File: config.mk
export PLATFORM = sky130hd
export DESIGN_NAME = utf8_private_use_filter
export DESIGN_NICKNAME = d
export VERILOG_FILES = /design/src/upf_pkg.sv /design/src/utf8_private_use_filter.sv /design/src/upf_classify.sv /design/src/upf_queue.sv /design/src/upf_emit.sv
export SDC_FILE = /design/constraint.sdc
export NUM_CORES = 1
export LEC_CHECK = 0
export ABC_AREA = 0
export ABC_CLOCK_PERIOD_IN_PS = 10600
export BUFFER_PORTS_ARGS = -buffer_cell sky130_fd_sc_hd__buf_4
export CAP_MARGIN = 20
export CORE_MARGIN = 4
export CORE_UTILIZATION = 65
export CTS_CLUSTER_DIAMETER = 60
export DETAILED_ROUTE_END_ITERATION = 10
export GPL_ROUTABILITY_DRIVEN = 0
export GPL_TIMING_DRIVEN = 0
export PLACE_DENSITY = 0.83
export SLEW_MARGIN = 20
export SYNTH_ARGS = -nofsm -noshare
export SYNTH_HDL_FRONTEND = slang
export SYNTH_SLANG_ARGS = --single-unit
File: constraint.sdc
create_clock -name clk_i -period 10.6 [get_ports clk_i]
set_input_delay 1.59 -clock clk_i [delete_from_list [all_inputs] [get_ports clk_i]]
set_output_delay 1.59 -clock clk_i [all_outputs]
set_load 0.02 [all_outputs]
File: src/upf_pkg.sv
// ----------------------------------------------------------------------------
// upf_pkg
// Shared types, constants and decode helpers for the UTF-8 range filter.
// ----------------------------------------------------------------------------
package upf_pkg;

  localparam int unsigned ByteW  = 8;
  localparam int unsigned CpW    = 21;
  localparam int unsigned SlotN  = 4;
  localparam int unsigned HeldN  = 3;
  localparam int unsigned LenW   = 3;
  localparam int unsigned IdxW   = 2;
  localparam int unsigned QueueDepth = 4;

  localparam logic [CpW-1:0] DropLowRst  = 21'h00E000;
  localparam logic [CpW-1:0] DropHighRst = 21'h00F8FF;

  localparam logic [IdxW-1:0] RegDropLow  = 2'd0;
  localparam logic [IdxW-1:0] RegDropHigh = 2'd1;

  typedef logic [SlotN-1:0][ByteW-1:0] upf_window_t;

  // one classified input byte with the bytes it releases
  typedef struct packed {
    upf_window_t      data;
    logic [SlotN-1:0] keep;
    logic             str_end;
  } upf_entry_t;

  // sequence length announced by a lead byte, 0 for a stray byte
  function automatic logic [LenW-1:0] lead_len(input logic [ByteW-1:0] c);
    logic [LenW-1:0] len;
    if (!c[7]) begin
      len = 3'd1;
    end else if (c[7:5] == 3'b110) begin
      len = 3'd2;
    end else if (c[7:4] == 4'b1110) begin
      len = 3'd3;
    end else if (c[7:3] == 5'b11110) begin
      len = 3'd4;
    end else begin
      len = 3'd0;
    end
    return len;
  endfunction

  // code point of the sequence starting at s[0]
  function automatic logic [CpW-1:0] decode_cp(input upf_window_t s,
                                                input logic [LenW-1:0] len);
    logic [CpW-1:0] cp;
    unique case (len)
      3'd1: cp = {13'd0, s[0]};
      3'd2: cp = {10'd0, s[0][4:0], s[1][5:0]};
      3'd3: cp = {5'd0, s[0][3:0], s[1][5:0], s[2][5:0]};
      3'd4: cp = {s[0][2:0], s[1][5:0], s[2][5:0], s[3][5:0]};
      default: cp = '0;
    endcase
    return cp;
  endfunction

endpackage

File: src/utf8_private_use_filter.sv
// ----------------------------------------------------------------------------
// utf8_private_use_filter
// UTF-8 byte stream filter that removes sequences whose code point lies in a
// configurable range.
// ----------------------------------------------------------------------------
// Input channel: one raw byte per transfer, in_last_i on the final byte of a
// string. Output channel: filtered bytes, byte_valid_o low on a bare end
// marker, string_end_o on the last result of a string, run_last_o on the last
// result caused by one input byte.
// Path: the first result of an input byte passes through the queue, the
// emitter's current entry register and the output register. Throughput: one
// input byte per cycle while each byte gives at most one result and the queue
// has room; a byte that releases a whole sequence holds the output until each
// surviving byte is sent, and bytes that give no result use the input only.
// A queue of QueueDepth entries sits between the classifier and the output
// stage; when the receiver stalls the queue fills and in_ready_o drops.
// Reset clears the open sequence, empties the queue and loads the drop range
// with E000 to F8FF. Range writes on the configuration port take effect on
// the next cycle.
// ----------------------------------------------------------------------------
module utf8_private_use_filter #(
  parameter int unsigned QueueDepth = upf_pkg::QueueDepth
) (
  input  logic                      clk_i,
  input  logic                      rst_ni,
  input  logic                      in_valid_i,
  output logic                      in_ready_o,
  input  logic [upf_pkg::ByteW-1:0] in_byte_i,
  input  logic                      in_last_i,
  output logic                      out_valid_o,
  input  logic                      out_ready_i,
  output logic [upf_pkg::ByteW-1:0] out_byte_o,
  output logic                      byte_valid_o,
  output logic                      string_end_o,
  output logic                      run_last_o,
  input  logic                      cfg_we_i,
  input  logic [upf_pkg::IdxW-1:0]  cfg_idx_i,
  input  logic [upf_pkg::CpW-1:0]   cfg_wdata_i
);

  upf_pkg::upf_entry_t push_entry, head_entry;
  logic                push, full, pop, empty;

  upf_classify u_classify (
    .clk_i       (clk_i),
    .rst_ni      (rst_ni),
    .in_valid_i  (in_valid_i),
    .in_ready_o  (in_ready_o),
    .in_byte_i   (in_byte_i),
    .in_last_i   (in_last_i),
    .cfg_we_i    (cfg_we_i),
    .cfg_idx_i   (cfg_idx_i),
    .cfg_wdata_i (cfg_wdata_i),
    .full_i      (full),
    .push_o      (push),
    .entry_o     (push_entry)
  );

  upf_queue #(
    .Depth (QueueDepth)
  ) u_queue (
    .clk_i   (clk_i),
    .rst_ni  (rst_ni),
    .push_i  (push),
    .entry_i (push_entry),
    .full_o  (full),
    .pop_i   (pop),
    .empty_o (empty),
    .head_o  (head_entry)
  );

  upf_emit u_emit (
    .clk_i        (clk_i),
    .rst_ni       (rst_ni),
    .head_i       (head_entry),
    .empty_i      (empty),
    .pop_o        (pop),
    .out_valid_o  (out_valid_o),
    .out_ready_i  (out_ready_i),
    .out_byte_o   (out_byte_o),
    .byte_valid_o (byte_valid_o),
    .string_end_o (string_end_o),
    .run_last_o   (run_last_o)
  );

endmodule

File: src/upf_classify.sv
// ----------------------------------------------------------------------------
// upf_classify
// Front end: takes input bytes, tracks the open sequence, decodes complete
// sequences and marks which bytes survive the drop range.
// ----------------------------------------------------------------------------
module upf_classify (
  input  logic                               clk_i,
  input  logic                               rst_ni,
  input  logic                               in_valid_i,
  output logic                               in_ready_o,
  input  logic [upf_pkg::ByteW-1:0]          in_byte_i,
  input  logic                               in_last_i,
  input  logic                               cfg_we_i,
  input  logic [upf_pkg::IdxW-1:0]           cfg_idx_i,
  input  logic [upf_pkg::CpW-1:0]            cfg_wdata_i,
  input  logic                               full_i,
  output logic                               push_o,
  output upf_pkg::upf_entry_t                entry_o
);

  localparam int unsigned SlotN = upf_pkg::SlotN;

  logic [upf_pkg::CpW-1:0]                       drop_low_q, drop_high_q;
  logic [upf_pkg::HeldN-1:0][upf_pkg::ByteW-1:0] held_q;
  logic [1:0]                                    held_cnt_q, held_cnt_d;
  logic [upf_pkg::LenW-1:0]                      seq_len_q, seq_len_d;

  upf_pkg::upf_window_t     buf_w;
  upf_pkg::upf_window_t     win;
  logic [upf_pkg::LenW-1:0] fill;
  logic [upf_pkg::LenW-1:0] in_len;
  logic                     complete;
  logic                     accept;
  logic                     hold_lead, hold_next;
  logic [upf_pkg::LenW-1:0] seg_len [SlotN];
  logic [3:0]               seg_end [SlotN];
  logic                     seg_fit [SlotN];
  logic                     seg_drop [SlotN];
  logic [upf_pkg::CpW-1:0]  seg_cp;
  logic [3:0]               next_pos;
  logic [SlotN-1:0]         keep;

  assign in_ready_o = !full_i;
  assign accept     = in_valid_i && !full_i;

  always_comb begin
    buf_w = {8'h00, held_q};
    buf_w[held_cnt_q] = in_byte_i;
  end

  assign fill     = {1'b0, held_cnt_q} + 3'd1;
  assign in_len   = upf_pkg::lead_len(in_byte_i);
  assign complete = (seq_len_q == '0) ? (in_len == 3'd1) : (fill >= seq_len_q);

  // candidate sequence at every slot
  always_comb begin
    for (int i = 0; i < SlotN; i++) begin
      win         = buf_w >> (i * upf_pkg::ByteW);
      seg_len[i]  = upf_pkg::lead_len(win[0]);
      seg_end[i]  = 4'(i) + {1'b0, seg_len[i]};
      seg_fit[i]  = (seg_len[i] != '0) && (seg_end[i] <= {1'b0, fill});
      seg_cp      = upf_pkg::decode_cp(win, seg_len[i]);
      seg_drop[i] = (seg_cp >= drop_low_q) && (seg_cp <= drop_high_q);
    end
  end

  // walk the buffer, skipping leads whose sequence does not fit
  always_comb begin
    next_pos = '0;
    keep     = '0;
    for (int i = 0; i < SlotN; i++) begin
      if ((4'(i) == next_pos) && (3'(i) < fill)) begin
        if (seg_fit[i]) begin
          for (int j = 0; j < SlotN; j++) begin
            if ((j >= i) && (4'(j) < seg_end[i])) begin
              keep[j] = !seg_drop[i];
            end
          end
          next_pos = seg_end[i];
        end else begin
          next_pos = next_pos + 4'd1;
        end
      end
    end
  end

  assign push_o = accept && (in_last_i || (complete && (keep != '0)));

  always_comb begin
    entry_o.data    = buf_w;
    entry_o.keep    = keep;
    entry_o.str_end = in_last_i;
  end

  assign hold_lead = !in_last_i && (seq_len_q == '0) && (in_len >= 3'd2);
  assign hold_next = !in_last_i && (seq_len_q != '0) && !complete;

  always_comb begin
    held_cnt_d = '0;
    seq_len_d  = '0;
    if (hold_lead) begin
      held_cnt_d = 2'd1;
      seq_len_d  = in_len;
    end else if (hold_next) begin
      held_cnt_d = fill[1:0];
      seq_len_d  = seq_len_q;
    end
  end

  always_ff @(posedge clk_i or negedge rst_ni) begin
    if (!rst_ni) begin
      drop_low_q  <= upf_pkg::DropLowRst;
      drop_high_q <= upf_pkg::DropHighRst;
      held_cnt_q  <= '0;
      seq_len_q   <= '0;
    end else begin
      if (cfg_we_i) begin
        unique case (cfg_idx_i)
          upf_pkg::RegDropLow:  drop_low_q  <= cfg_wdata_i;
          upf_pkg::RegDropHigh: drop_high_q <= cfg_wdata_i;
          default: ;
        endcase
      end
      if (accept) begin
        held_cnt_q <= held_cnt_d;
        seq_len_q  <= seq_len_d;
      end
    end
  end

  always_ff @(posedge clk_i) begin
    if (accept && hold_lead) begin
      held_q[0] <= in_byte_i;
    end else if (accept && hold_next) begin
      held_q[held_cnt_q] <= in_byte_i;
    end
  end

endmodule

File: src/upf_queue.sv
// ----------------------------------------------------------------------------
// upf_queue
// Short first-in first-out queue of classified entries between the front end
// and the emitter.
// ----------------------------------------------------------------------------
module upf_queue #(
  parameter int unsigned Depth = upf_pkg::QueueDepth
) (
  input  logic                clk_i,
  input  logic                rst_ni,
  input  logic                push_i,
  input  upf_pkg::upf_entry_t entry_i,
  output logic                full_o,
  input  logic                pop_i,
  output logic                empty_o,
  output upf_pkg::upf_entry_t head_o
);

  localparam int unsigned PtrW = (Depth > 1) ? $clog2(Depth) : 1;
  localparam int unsigned CntW = $clog2(Depth + 1);

  upf_pkg::upf_entry_t mem_q [Depth];
  logic [PtrW-1:0]     wr_ptr_q, rd_ptr_q;
  logic [CntW-1:0]     cnt_q;
  logic                do_push, do_pop;

  assign full_o  = (cnt_q == CntW'(Depth));
  assign empty_o = (cnt_q == '0);
  assign do_push = push_i && !full_o;
  assign do_pop  = pop_i && !empty_o;
  assign head_o  = mem_q[rd_ptr_q];

  always_ff @(posedge clk_i or negedge rst_ni) begin
    if (!rst_ni) begin
      wr_ptr_q <= '0;
      rd_ptr_q <= '0;
      cnt_q    <= '0;
    end else begin
      if (do_push) begin
        wr_ptr_q <= (wr_ptr_q == PtrW'(Depth - 1)) ? '0 : wr_ptr_q + 1'b1;
      end
      if (do_pop) begin
        rd_ptr_q <= (rd_ptr_q == PtrW'(Depth - 1)) ? '0 : rd_ptr_q + 1'b1;
      end
      if (do_push && !do_pop) begin
        cnt_q <= cnt_q + 1'b1;
      end else if (do_pop && !do_push) begin
        cnt_q <= cnt_q - 1'b1;
      end
    end
  end

  always_ff @(posedge clk_i) begin
    if (do_push) begin
      mem_q[wr_ptr_q] <= entry_i;
    end
  end

endmodule

File: src/upf_emit.sv
// ----------------------------------------------------------------------------
// upf_emit
// Back end: takes one queued entry at a time and sends its surviving bytes or a
// bare end marker through an output register, one transfer per cycle unless stalled.
// ----------------------------------------------------------------------------
module upf_emit (
  input  logic                      clk_i,
  input  logic                      rst_ni,
  input  upf_pkg::upf_entry_t       head_i,
  input  logic                      empty_i,
  output logic                      pop_o,
  output logic                      out_valid_o,
  input  logic                      out_ready_i,
  output logic [upf_pkg::ByteW-1:0] out_byte_o,
  output logic                      byte_valid_o,
  output logic                      string_end_o,
  output logic                      run_last_o
);

  localparam int unsigned SlotN = upf_pkg::SlotN;

  logic                      cur_valid_q;
  upf_pkg::upf_window_t      cur_data_q;
  logic [SlotN-1:0]          cur_keep_q;
  logic                      cur_end_q;
  logic                      out_valid_q;
  logic [upf_pkg::ByteW-1:0] out_byte_q;
  logic                      byte_valid_q, string_end_q, run_last_q;

  logic                      advance;
  logic [1:0]                sel;
  logic [SlotN-1:0]          rest;
  logic                      final_res;

  assign advance = cur_valid_q && (!out_valid_q || out_ready_i);

  always_comb begin
    sel = '0;
    for (int i = SlotN - 1; i >= 0; i--) begin
      if (cur_keep_q[i]) begin
        sel = 2'(i);
      end
    end
  end

  assign rest      = cur_keep_q & ~(4'b0001 << sel);
  assign final_res = (rest == '0);
  assign pop_o     = !empty_i && (!cur_valid_q || (advance && final_res));

  always_ff @(posedge clk_i or negedge rst_ni) begin
    if (!rst_ni) begin
      cur_valid_q <= 1'b0;
      out_valid_q <= 1'b0;
    end else begin
      if (pop_o) begin
        cur_valid_q <= 1'b1;
      end else if (advance && final_res) begin
        cur_valid_q <= 1'b0;
      end
      if (advance) begin
        out_valid_q <= 1'b1;
      end else if (out_ready_i) begin
        out_valid_q <= 1'b0;
      end
    end
  end

  always_ff @(posedge clk_i) begin
    if (pop_o) begin
      cur_data_q <= head_i.data;
      cur_keep_q <= head_i.keep;
      cur_end_q  <= head_i.str_end;
    end else if (advance) begin
      cur_keep_q <= rest;
    end
    if (advance) begin
      out_byte_q   <= (cur_keep_q == '0) ? '0 : cur_data_q[sel];
      byte_valid_q <= (cur_keep_q != '0);
      run_last_q   <= final_res;
      string_end_q <= final_res && cur_end_q;
    end
  end

  assign out_valid_o  = out_valid_q;
  assign out_byte_o   = out_byte_q;
  assign byte_valid_o = byte_valid_q;
  assign string_end_o = string_end_q;
  assign run_last_o   = run_last_q;

  // bare end marker closes both the string and the run
  assert property (@(posedge clk_i) disable iff (!rst_ni)
    out_valid_o && !byte_valid_o |-> string_end_o && run_last_o)
    else $error("bare marker without end flags");

  // string end only on the last result of a run
  assert property (@(posedge clk_i) disable iff (!rst_ni)
    out_valid_o && string_end_o |-> run_last_o)
    else $error("string end before run end");

  // an entry that is not a string end always carries a byte
  assert property (@(posedge clk_i) disable iff (!rst_ni)
    cur_valid_q && !cur_end_q |-> cur_keep_q != '0)
    else $error("empty entry held in emitter");

  // a stalled result is not overwritten
  assert property (@(posedge clk_i) disable iff (!rst_ni)
    out_valid_q && !out_ready_i |=> $stable(out_byte_q) && $stable(run_last_q))
    else $error("stalled result changed");

endmodule

==> results of run 1 <==
[cells in the final DEF (no fill, tap or decap), types with 9 or more instances in the layout]
master / Yosys / layout
nor3_1: 16 / 15
buf_4: 1 / 49
clkbuf_16: 0 / 28
a21o_1: 22 / 22
nor2b_1: 15 / 15
dfrtp_1: 40 / 40
buf_1: 9 / 9
mux2_2: 31 / 31
nand3_1: 39 / 39
nand4_1: 30 / 30
buf_6: 2 / 10
inv_1: 102 / 101
o22ai_1: 24 / 24
ha_1: 200 / 200
nor2_1: 93 / 93
and3_1: 9 / 9
o21ai_0: 78 / 78
dfstp_2: 16 / 16
edfxtp_1: 220 / 220
clkbuf_1: 25 / 26
a222oi_1: 9 / 9
nand2_1: 88 / 88
nand2b_1: 15 / 15
a21oi_1: 77 / 77
mux4_2: 45 / 45
a211oi_1: 9 / 9
mux2i_1: 19 / 19
and2_1: 18 / 18
[cell type report]
cell class	instances	area, sq um	share of cell area [%]
inverters	102	383	2.09
plain buffers	40	189	1.03
multi-input cells	958	7920	43.2
flip-flops and latches	276	8030	43.8
well taps	330	413	2.25
clock buffers	30	718	3.91
repair buffers	60	510	2.78
clock inverters	20	185	1.01
[state kept, by name, indices dropped and copies added (netlist names), 2 cells and up]
name	count
u_emit.cur_keep_q	4
u_queue.mem_q	148
u_queue.cnt_q	3
u_queue.wr_ptr_q	2
u_emit.cur_data_q	32
u_queue.rd_ptr_q	2
u_classify.held_q	24
u_classify.seq_len_q	3
u_classify.drop_low_q	21
u_classify.held_cnt_q	2
u_classify.drop_high_q	21
u_emit.out_byte_o	8
[power by group]
part,switching [uW],internal (uW),total [uW]
logic,780,534,1310
registers,94.0,1490,1580
clock network,427,543,969
[per-layer routing]
metal | vias to the layer above | global-route usage, % | wire (um)
met3 | 241 | 5.85 | 4320
met2 | 797 | 53.1 | 21500
met5 | - | 0 | 0
met1 | 6047 | 40.5 | 16300
met4 | 0 | 15.2 | 2750
li1 | 5453 | - | -
[final timing paths]
| path | start | to | cells past startpoint |
|---|---|---|---|
| max | in_byte_i[4] | u_queue.mem_q[2][23] | 27 |
| min | u_classify.drop_high_q[10] | u_classify.drop_high_q[10] | 1 |
| max reg2reg | u_classify.held_cnt_q[0] | u_queue.mem_q[2][23] | 24 |
| min reg2reg | u_classify.drop_high_q[10] | u_classify.drop_high_q[10] | 1 |
| max in group asynchronous | rst_ni | u_classify.drop_low_q[0] | 1 |
| min in group asynchronous | rst_ni | u_queue.cnt_q[0] | 1 |
[Yosys cell counts (all sizes together) (16+ instances only)]
library cell and number:
edfxtp 220, ha 200, inv 102, nor2 93, nand2 88, a21oi 78, o21ai 78, mux4 45
dfrtp 40, nand3 39, mux2 32, nand4 30, clkbuf 26, a21o 24, o22ai 24, mux2i 20
and2 19, dfstp 16, nor3 16
[kinds of logic after synthesis]
group / Yosys count / synth area share [%]
xor+xnor: 5 / 0.266
compound gates: 301 / 12.1
flops: 276 / 48.7
fa+ha+maj: 202 / 15.4
mux: 97 / 9.59
simple gates: 353 / 10.4
buf+inv: 142 / 3.47
[metrics by stage]
stage	area [sq um]	util, %	hold slack, ns
5_1_grt	18300	73.3	0.525
2_1_floorplan	16500	-	0.448
6_report	18300	73.3	0.509
3_3_place_gp	17300	68.9	0.470
3_5_place_dp	17400	69.7	0.489
4_1_cts	18300	73.3	0.510
==> flow_metrics.py, run 1 <==
metrics = {
    "global_routing": {
        "grt_max_degree": 57,
        "antenna_found_initial": 0,
        "grt_first_pass_wirelength_um": 70000,
        "grt_pass1_vias": 12800,
        "grt-ovfl-total": 0,
        "grtUsageTotal_pct": 31.8,
    },
    "synthesis": {
        "ys_seq_elements": 276,
        "ys_seq_area_share_pct": 48.7,
        "synth-main-ff-cell": "edfxtp_1",
        "yosys.area.top_type": "edfxtp_1",
        "synth_edf_count": 220,
        "syn_inst": 1376,
        "yosys.area.top_type_share_pct": 40.1,
        "syn_area_per_cell_sq_um": 12.0,
        "netlist-cell-type-count": 78,
        "syn-cell-area_sq_um": 16500,
        "synthTopCellsByArea": "edfxtp_1 (40%), ha_1 (15%), mux4_2 (6.1%)",
        "ys_warn_count": 0,
        "synth-async-reset-ratio_pct": 20.3,
        "syn_nets": 1615,
    },
    "sta": {
        "relSlewSlack_pct": 22.5,
        "worst_pin_slew_ns": 1.13,
        "fin_skew_ns": 0.0144,
        "hold_viol": 0,
        "rsz0062_at_grt": "no",
        "drv_slew": 0,
        "fin_setup_tns_ns": 0,
        "fin_crit_sh_pct": 79.4,
        "fin_crit_ns": 8.42,
        "layout_setup_ws_ns": 2.18,
        "finalSetupViolCount": 0,
        "fmax_ghz": 0.119,
    },
    "clock_tree": {
        "cts_buffers": 28,
        "cts_tree": "done",
        "cts_hold_buf": 0,
        "cts_max_path_buffers": 3,
        "htree_levels": 1,
        "postCtsSetupRepairBufs": 0,
        "clk_latency_ns": 0.56,
        "clockRootBuffer": "clkbuf_16",
        "cts_resized": 0,
        "clkTransAtPathRegs_ns": 0.06,
        "cts_sinks": 276,
    },
    "power_and_ir_drop": {
        "leakage_uw": 0.00752,
        "peakVddDrop_uv": 204,
        "p_per_area_nw_per_um2": 211,
        "finalPower_uw": 3860,
    },
    "critical_path": {
        "end_kind": "flip-flop",
        "cp_num_buf_inv": 5,
        "cp.arrival_ns": 8.69,
        "max_stage_delay_ns": 0.80,
        "critical_path_class": "input pin to flip-flop",
        "path_delay_family": "compound AO/OA/AOI/OAI gates",
        "worst_path_max_delay_cell": "mux2i_1",
        "cp-start-kind": "input pin",
        "cp.required_ns": 10.87,
        "r2r_slack_ns": 2.30,
        "crit_top_cell": "nor2_1",
        "path_max_fanout": 12,
    },
    "floorplanning": {
        "dieArea_sq_um": 28000,
        "die_y_um": 167,
        "core-area_sq_um": 25000,
        "die_w_um": 167,
        "rows": 58,
        "initial_utilization_pct": 65.9,
        "pin_count": 50,
    },
    "routing": {
        "wirelength_um": 44900,
        "first_pass_iters": 11,
        "via_per_inst": 6.90,
        "vias": 12500,
        "drtIter0Drc": 1861,
        "drtAntennaViolNets": 0,
        "drc": 1,
        "wl_per_cell_um": 24.7,
    },
    "worst_hold_path": {
        "holdCritPathClass": "flip-flop to flip-flop",
    },
    "status": {
        "outcome": "complete, but fails checks",
        "violations": "DRC",
    },
    "placement": {
        "port_buffers": 47,
        "dp_cells": 1766,
        "hpwl_um": 33500,
        "preCtsSetupSlack_ns": 1.89,
    },
    "finish": {
        "drive_gt1_share_pct": 15.3,
        "syn_to_final_growth_pct": 11.3,
        "final_nets": 1705,
        "instances_no_fill": 1816,
        "diodes": 0,
        "nFillCells": 1695,
    },
    "flow_run": {
        "max-cap-violations": 0,
    },
}
Power figures use the tool's default switching activity.
==> inputs of run 2 (changes only) <==
--- a/config.mk
+++ b/config.mk
@@ -6,16 +6,16 @@
 export NUM_CORES = 1
 export LEC_CHECK = 0
 export ABC_AREA = 0
-export ABC_CLOCK_PERIOD_IN_PS = 10600
+export ABC_CLOCK_PERIOD_IN_PS = 8350
 export BUFFER_PORTS_ARGS = -buffer_cell sky130_fd_sc_hd__buf_4
 export CAP_MARGIN = 20
 export CORE_MARGIN = 4
-export CORE_UTILIZATION = 65
+export CORE_UTILIZATION = 63
 export CTS_CLUSTER_DIAMETER = 60
 export DETAILED_ROUTE_END_ITERATION = 10
 export GPL_ROUTABILITY_DRIVEN = 0
 export GPL_TIMING_DRIVEN = 0
-export PLACE_DENSITY = 0.83
+export PLACE_DENSITY = 0.81
 export SLEW_MARGIN = 20
 export SYNTH_ARGS = -nofsm -noshare
 export SYNTH_HDL_FRONTEND = slang
==> constraint.sdc (replaced) <==
create_clock -name clk_i -period 8.35 [get_ports clk_i]
set_input_delay 1.2525 -clock clk_i [delete_from_list [all_inputs] [get_ports clk_i]]
set_output_delay 1.2525 -clock clk_i [all_outputs]
set_load 0.02 [all_outputs]
==> run 2 against run 1 <==
The run now ends clean. Register-to-register slack worse by 2.0 ns. Cell area is 1.0% higher. Sequential power is 27% higher. Clock skew up 0.0044 ns. Sequential share of layout area fell by 0.45 points. Critical path type is now flip-flop to flip-flop.
==> flow_metrics.py, run 2 (synthesized netlist as in run 1, its figures left out) <==
metrics = {
    "status": {
        "outcome": "completed",
    },
    "clock_tree": {
        "cts_sinks": 276,
        "clkTransAtPathRegs_ns": 0.06,
        "cts_buffers": 30,
        "cts_max_path_buffers": 3,
        "cts_tree": "done",
        "clockRootBuffer": "clkbuf_16",
        "htree_levels": 1,
        "postCtsSetupRepairBufs": 0,
        "clk_latency_ns": 0.59,
    },
    "global_routing": {
        "grtUsageTotal_pct": 30.9,
        "grt-ovfl-total": 0,
        "grt_first_pass_wirelength_um": 68600,
        "grt_max_degree": 57,
        "grt_pass1_vias": 12400,
        "antenna_found_initial": 0,
    },
    "finish": {
        "mostFrequentLayoutCells": "edfxtp_1 (220), ha_1 (200), inv_1 (101), nor2_1 (93), nand2_1 (88)",
        "diodes": 0,
        "reg.largest.list": "u_queue.mem_q x148, u_emit.cur_data_q x32, u_classify.held_q x24",
        "largest_register_ffs": 148,
        "instances_no_fill": 1822,
        "largest-register": "u_queue.mem_q",
        "drive_gt1_share_pct": 15.8,
        "syn_to_final_growth_pct": 12.5,
        "mostFrequentLayoutCell": "edfxtp_1",
        "final_nets": 1707,
        "finish.utilization_pct": 72.8,
    },
    "sta": {
        "fin_crit_sh_pct": 96.1,
        "rsz0062_at_grt": "no",
        "worst_pin_slew_ns": 1.08,
        "fin_setup_tns_ns": 0,
        "hold_viol": 0,
        "relSlewSlack_pct": 26.2,
        "finalSetupViolCount": 0,
        "drv_slew": 0,
        "fmax_ghz": 0.125,
        "fin_hold_ws_ns": 0.505,
        "fin_skew_ns": 0.0188,
        "fin_crit_ns": 8.03,
    },
    "floorplanning": {
        "rows": 58,
        "dieArea_sq_um": 28800,
        "die_w_um": 170,
        "initial_utilization_pct": 64.7,
        "die_y_um": 170,
        "pin_count": 50,
        "core-area_sq_um": 25500,
    },
    "critical_path": {
        "cp-start-kind": "flip-flop",
        "path_max_fanout": 10,
        "end_kind": "flip-flop",
        "critical_path_class": "flip-flop to flip-flop",
        "r2r_slack_ns": 0.32,
        "cp.required_ns": 8.84,
        "cp.arrival_ns": 8.51,
    },
    "worst_hold_path": {
        "holdCritPathClass": "flip-flop to flip-flop",
    },
    "flow_run": {
        "max-cap-violations": 0,
    },
    "routing": {
        "drtAntennaViolNets": 0,
        "drc": 0,
        "via_per_inst": 6.74,
        "first_pass_iters": 6,
        "drtIter0Drc": 1417,
        "wl_per_cell_um": 24.3,
        "wirelength_um": 44300,
        "vias": 12300,
    },
    "placement": {
        "dp_cells": 1766,
        "port_buffers": 47,
        "hpwl_um": 32600,
    },
    "power_and_ir_drop": {
        "p_per_area_nw_per_um2": 274,
        "switchingPower_uw": 1660,
        "finalPower_uw": 5080,
        "comb_power_share_pct": 32.4,
        "pwr-share-seq_pct": 39.5,
        "p_int_uw": 3420,
        "peakVddDrop_uv": 255,
        "pwr-share-clk_pct": 28.1,
        "sw_frac_of_total_pct": 32.6,
        "leakage_uw": 0.00761,
    },
}
run 2: final timing paths:
path                                     startpoint                        end  depth (start not counted)
min in group asynchronous                    rst_ni  u_classify.drop_low_q[19]                          1
min                              u_emit.cur_valid_q         u_emit.out_valid_o                          1
max reg2reg                u_classify.held_cnt_q[0]           u_queue.cnt_q[2]                         27
min reg2reg                      u_emit.cur_valid_q         u_emit.out_valid_o                          1
max                        u_classify.held_cnt_q[0]           u_queue.cnt_q[2]                         27
max in group asynchronous                    rst_ni  u_classify.drop_low_q[11]                          1
run 2: worst max-delay path: stages (launching register included):
cell       delay [ns]
dfrtp_1          0.53
ha_1             0.25
buf_4            0.23
mux2i_2          0.50
inv_1            0.32
a31oi_1          0.55
inv_1            0.18
ha_1             0.25
ha_1             0.26
clkbuf_1         0.26
a222oi_1         0.51
nor2_1           0.16
ha_1             0.32
o21ai_0          0.07
a21oi_1          0.06
o31ai_1          0.30
a221oi_1         0.21
or4b_2           0.77
a21oi_1          0.34
a2111oi_4        0.14
a21o_4           0.32
a21oi_1          0.18
ha_1             0.21
inv_1            0.07
fa_1             0.39
xor2_1           0.17
nor2_1           0.15
xor2_1           0.22
run 2: area by class of cell:
type	instances	area (sq um)
multi-input cells	958	7930
inverters	102	383
plain buffers	40	190
clock buffers	33	762
repair buffers	60	514
flip-flops and latches	276	8030
well taps	330	413
clock inverters	23	324
fillers	1676	6930
run 2: layer usage:
metal	routed length (um)	global-route usage (%)
met3	4140	5.33
met1	16300	39.5
met5	0	0
met2	21000	50.8
met4	2840	16.7
run 2: stage by stage:
step / setup WS (ns) / instance area [sq um]
global route: 0.0359 / 18500
finish: 0.324 / 18500
floorplan: 0.773 / 16500
global placement: -1.39 / 17300
CTS: 0.325 / 18500
detailed placement: 0.0886 / 17400
run 2: repair_timing:
action | in CTS | in global routing
setup endpoints to repair | 0 | 19
resized for setup | 0 | 1
hold buffers | 0 | 0
run 2: power by group through the flow:
stage	clock (uW)	combinational, uW	sequential [uW]
floorplan	0	1090	2020
global placement	0	1490	2010
detailed placement	0	1620	2020
CTS	1440	1640	2010
global route	1500	1810	2030
finish	1430	1650	2000
==> inputs of run 3 (changes only) <==
--- a/config.mk
+++ b/config.mk
@@ -9,6 +9,7 @@
 export ABC_CLOCK_PERIOD_IN_PS = 8350
 export BUFFER_PORTS_ARGS = -buffer_cell sky130_fd_sc_hd__buf_4
 export CAP_MARGIN = 20
+export CORE_ASPECT_RATIO = 1.1
 export CORE_MARGIN = 4
 export CORE_UTILIZATION = 63
 export CTS_CLUSTER_DIAMETER = 60
==> run 3 against run 2 <==
Count of clock-buffer cells in the layout rose by 2. Die area barely moved. Sequential share of layout area rose by 0.29 points. Sequential power barely moved. First-iteration DRC count fell by 1.6%. Register-to-register slack barely moved. Combinational power barely moved. Critical path depth fell by 1. Utilization fell by 0.75 points. Routed wire length rose by 1.6%. Hold slack got worse by 0.015 ns. Non-clock buffer count did not move. Critical path type unchanged. Largest power group unchanged.
==> flow_metrics.py, run 3 (synthesized netlist as in run 1, its figures left out) <==
metrics = {
    "status": {
        "outcome": "completed",
    },
    "sta": {
        "fmax_ghz": 0.124,
        "fin_crit_ns": 8.03,
        "fin_crit_sh_pct": 96.2,
        "fin_skew_ns": 0.0155,
        "layout_setup_ws_ns": 0.315,
        "fin_hold_ws_ns": 0.490,
        "relSlewSlack_pct": 18.5,
        "hold_viol": 0,
        "drv_slew": 0,
        "finalSetupViolCount": 0,
        "rsz0062_at_grt": "no",
        "worst_pin_slew_ns": 1.19,
    },
    "clock_tree": {
        "postCtsSetupRepairBufs": 0,
        "htree_levels": 1,
        "clkTransAtPathRegs_ns": 0.06,
        "cts_max_path_buffers": 3,
        "cts_sinks": 276,
        "cts_buffers": 29,
        "clockRootBuffer": "clkbuf_16",
        "clk_latency_ns": 0.57,
        "cts_tree": "done",
    },
    "floorplanning": {
        "core-area_sq_um": 25600,
        "die_y_um": 178,
        "initial_utilization_pct": 64.5,
        "pin_count": 50,
        "die_w_um": 162,
        "rows": 61,
        "dieArea_sq_um": 28800,
    },
    "power_and_ir_drop": {
        "peakVddDrop_uv": 190,
        "p_per_area_nw_per_um2": 267,
        "finalPower_uw": 4910,
        "leakage_uw": 0.00753,
    },
    "critical_path": {
        "cp.arrival_ns": 8.52,
        "critical_path_class": "flip-flop to flip-flop",
        "path_max_fanout": 10,
        "cp.required_ns": 8.83,
        "end_kind": "flip-flop",
        "cp-start-kind": "flip-flop",
    },
    "routing": {
        "drtIter0Drc": 1395,
        "wirelength_um": 45000,
        "drtAntennaViolNets": 0,
        "vias": 12400,
        "via_per_inst": 6.76,
        "wl_per_cell_um": 24.5,
        "drc": 0,
        "first_pass_iters": 9,
    },
    "finish": {
        "mostFrequentLayoutCell": "edfxtp_1",
        "regArea_sq_um": 8030,
        "drive_gt1_share_pct": 15.2,
        "instances_no_fill": 1835,
        "stdcell_area_sq_um": 18400,
        "nFillCells": 1700,
        "syn_to_final_growth_pct": 11.7,
        "diodes": 0,
        "largest-register": "u_queue.mem_q",
        "reg.largest.list": "u_queue.mem_q x148, u_emit.cur_data_q x32, u_classify.held_q x24",
        "mostFrequentLayoutCells": "edfxtp_1 (220), ha_1 (200), inv_1 (101), nor2_1 (93), nand2_1 (88)",
        "final_nets": 1706,
        "multi_input_area_sq_um": 7940,
        "largest_register_ffs": 148,
    },
    "worst_hold_path": {
        "holdCritPathClass": "flip-flop to flip-flop",
    },
    "placement": {
        "dp_cells": 1782,
        "preCtsSetupSlack_ns": -0.00730,
        "hpwl_um": 32900,
        "port_buffers": 47,
        "place_area_sq_um": 17500,
    },
    "global_routing": {
        "grt_first_pass_wirelength_um": 69800,
        "grt_pass1_vias": 12900,
        "grt_max_degree": 57,
        "antenna_found_initial": 0,
        "grt-ovfl-total": 0,
        "grtUsageTotal_pct": 31.5,
    },
    "flow_run": {
        "max-cap-violations": 0,
    },
}
## run 3: worst paths after layout
path	startpoint	end	slack, ns	cells after the start
setup / recovery	u_classify.held_cnt_q[0]	u_queue.cnt_q[2]	0.32	26
hold / removal	u_emit.cur_valid_q	u_emit.out_valid_o	0.49	1
setup reg to reg	u_classify.held_cnt_q[0]	u_queue.cnt_q[2]	0.32	26
hold reg to reg	u_emit.cur_valid_q	u_emit.out_valid_o	0.49	1
max in group asynchronous	rst_ni	u_classify.drop_low_q[5]	7.10	1
min in group asynchronous	rst_ni	u_classify.drop_high_q[18]	0.76	1
## run 3: power by group
part           total (uW)  switching [uW]  internal [uW]
combinational        1650             976            679
clock                1250             544            706
sequential           2000             118           1890
## run 3: layout make-up
cell class,count,area share (%)
Sequential cell,276,43.6
Clock buffer,35,4.06
Buffer,40,1.03
Inverter,102,2.08
Multi-Input combinational cell,958,43.1
Timing Repair Buffer,60,2.83
Tap cell,346,2.35
Clock inverter,18,0.944
## run 3: worst max-delay path, stage by stage, from the launching register on
cell,delay [ns]
dfrtp_1,0.52
ha_1,0.28
buf_4,0.25
mux2i_2,0.48
inv_1,0.32
a22oi_1,0.47
ha_1,0.24
ha_1,0.25
clkbuf_1,0.41
a222oi_1,0.20
nor2_1,0.25
ha_1,0.28
o21ai_0,0.14
a21oi_1,0.07
o31ai_1,0.55
a221oi_1,0.27
or4b_2,0.77
a21oi_1,0.38
a2111oi_4,0.16
a21o_4,0.32
a21oi_1,0.20
ha_1,0.21
inv_1,0.07
fa_1,0.38
xor2_1,0.17
nor2_1,0.12
xor2_1,0.18
## run 3: stage by stage
step                TNS (ns)  utilization, %
finish                     0            72.0
global route               0            72.0
CTS                        0            72.0
detailed placement   -0.0783            68.4
global placement     -217.48            67.6
floorplan                  0               -
## run 3: per-layer routing
metal | vias up | track usage, % | routed length (um) | part of all wire, %
met4 | 0 | 17.6 | 3120 | 6.9
met1 | 6008 | 37.0 | 16100 | 36
met2 | 720 | 55.0 | 22100 | 49
met5 | - | 0 | 0 | 0
li1 | 5451 | - | - | -
met3 | 219 | 5.51 | 3770 | 8.4
## run 3: repair_timing
item,in CTS,in global routing
hold buffers,0,0
resized for setup,0,3
setup endpoints to repair,0,115
endpoints found under the hold margin,0,0
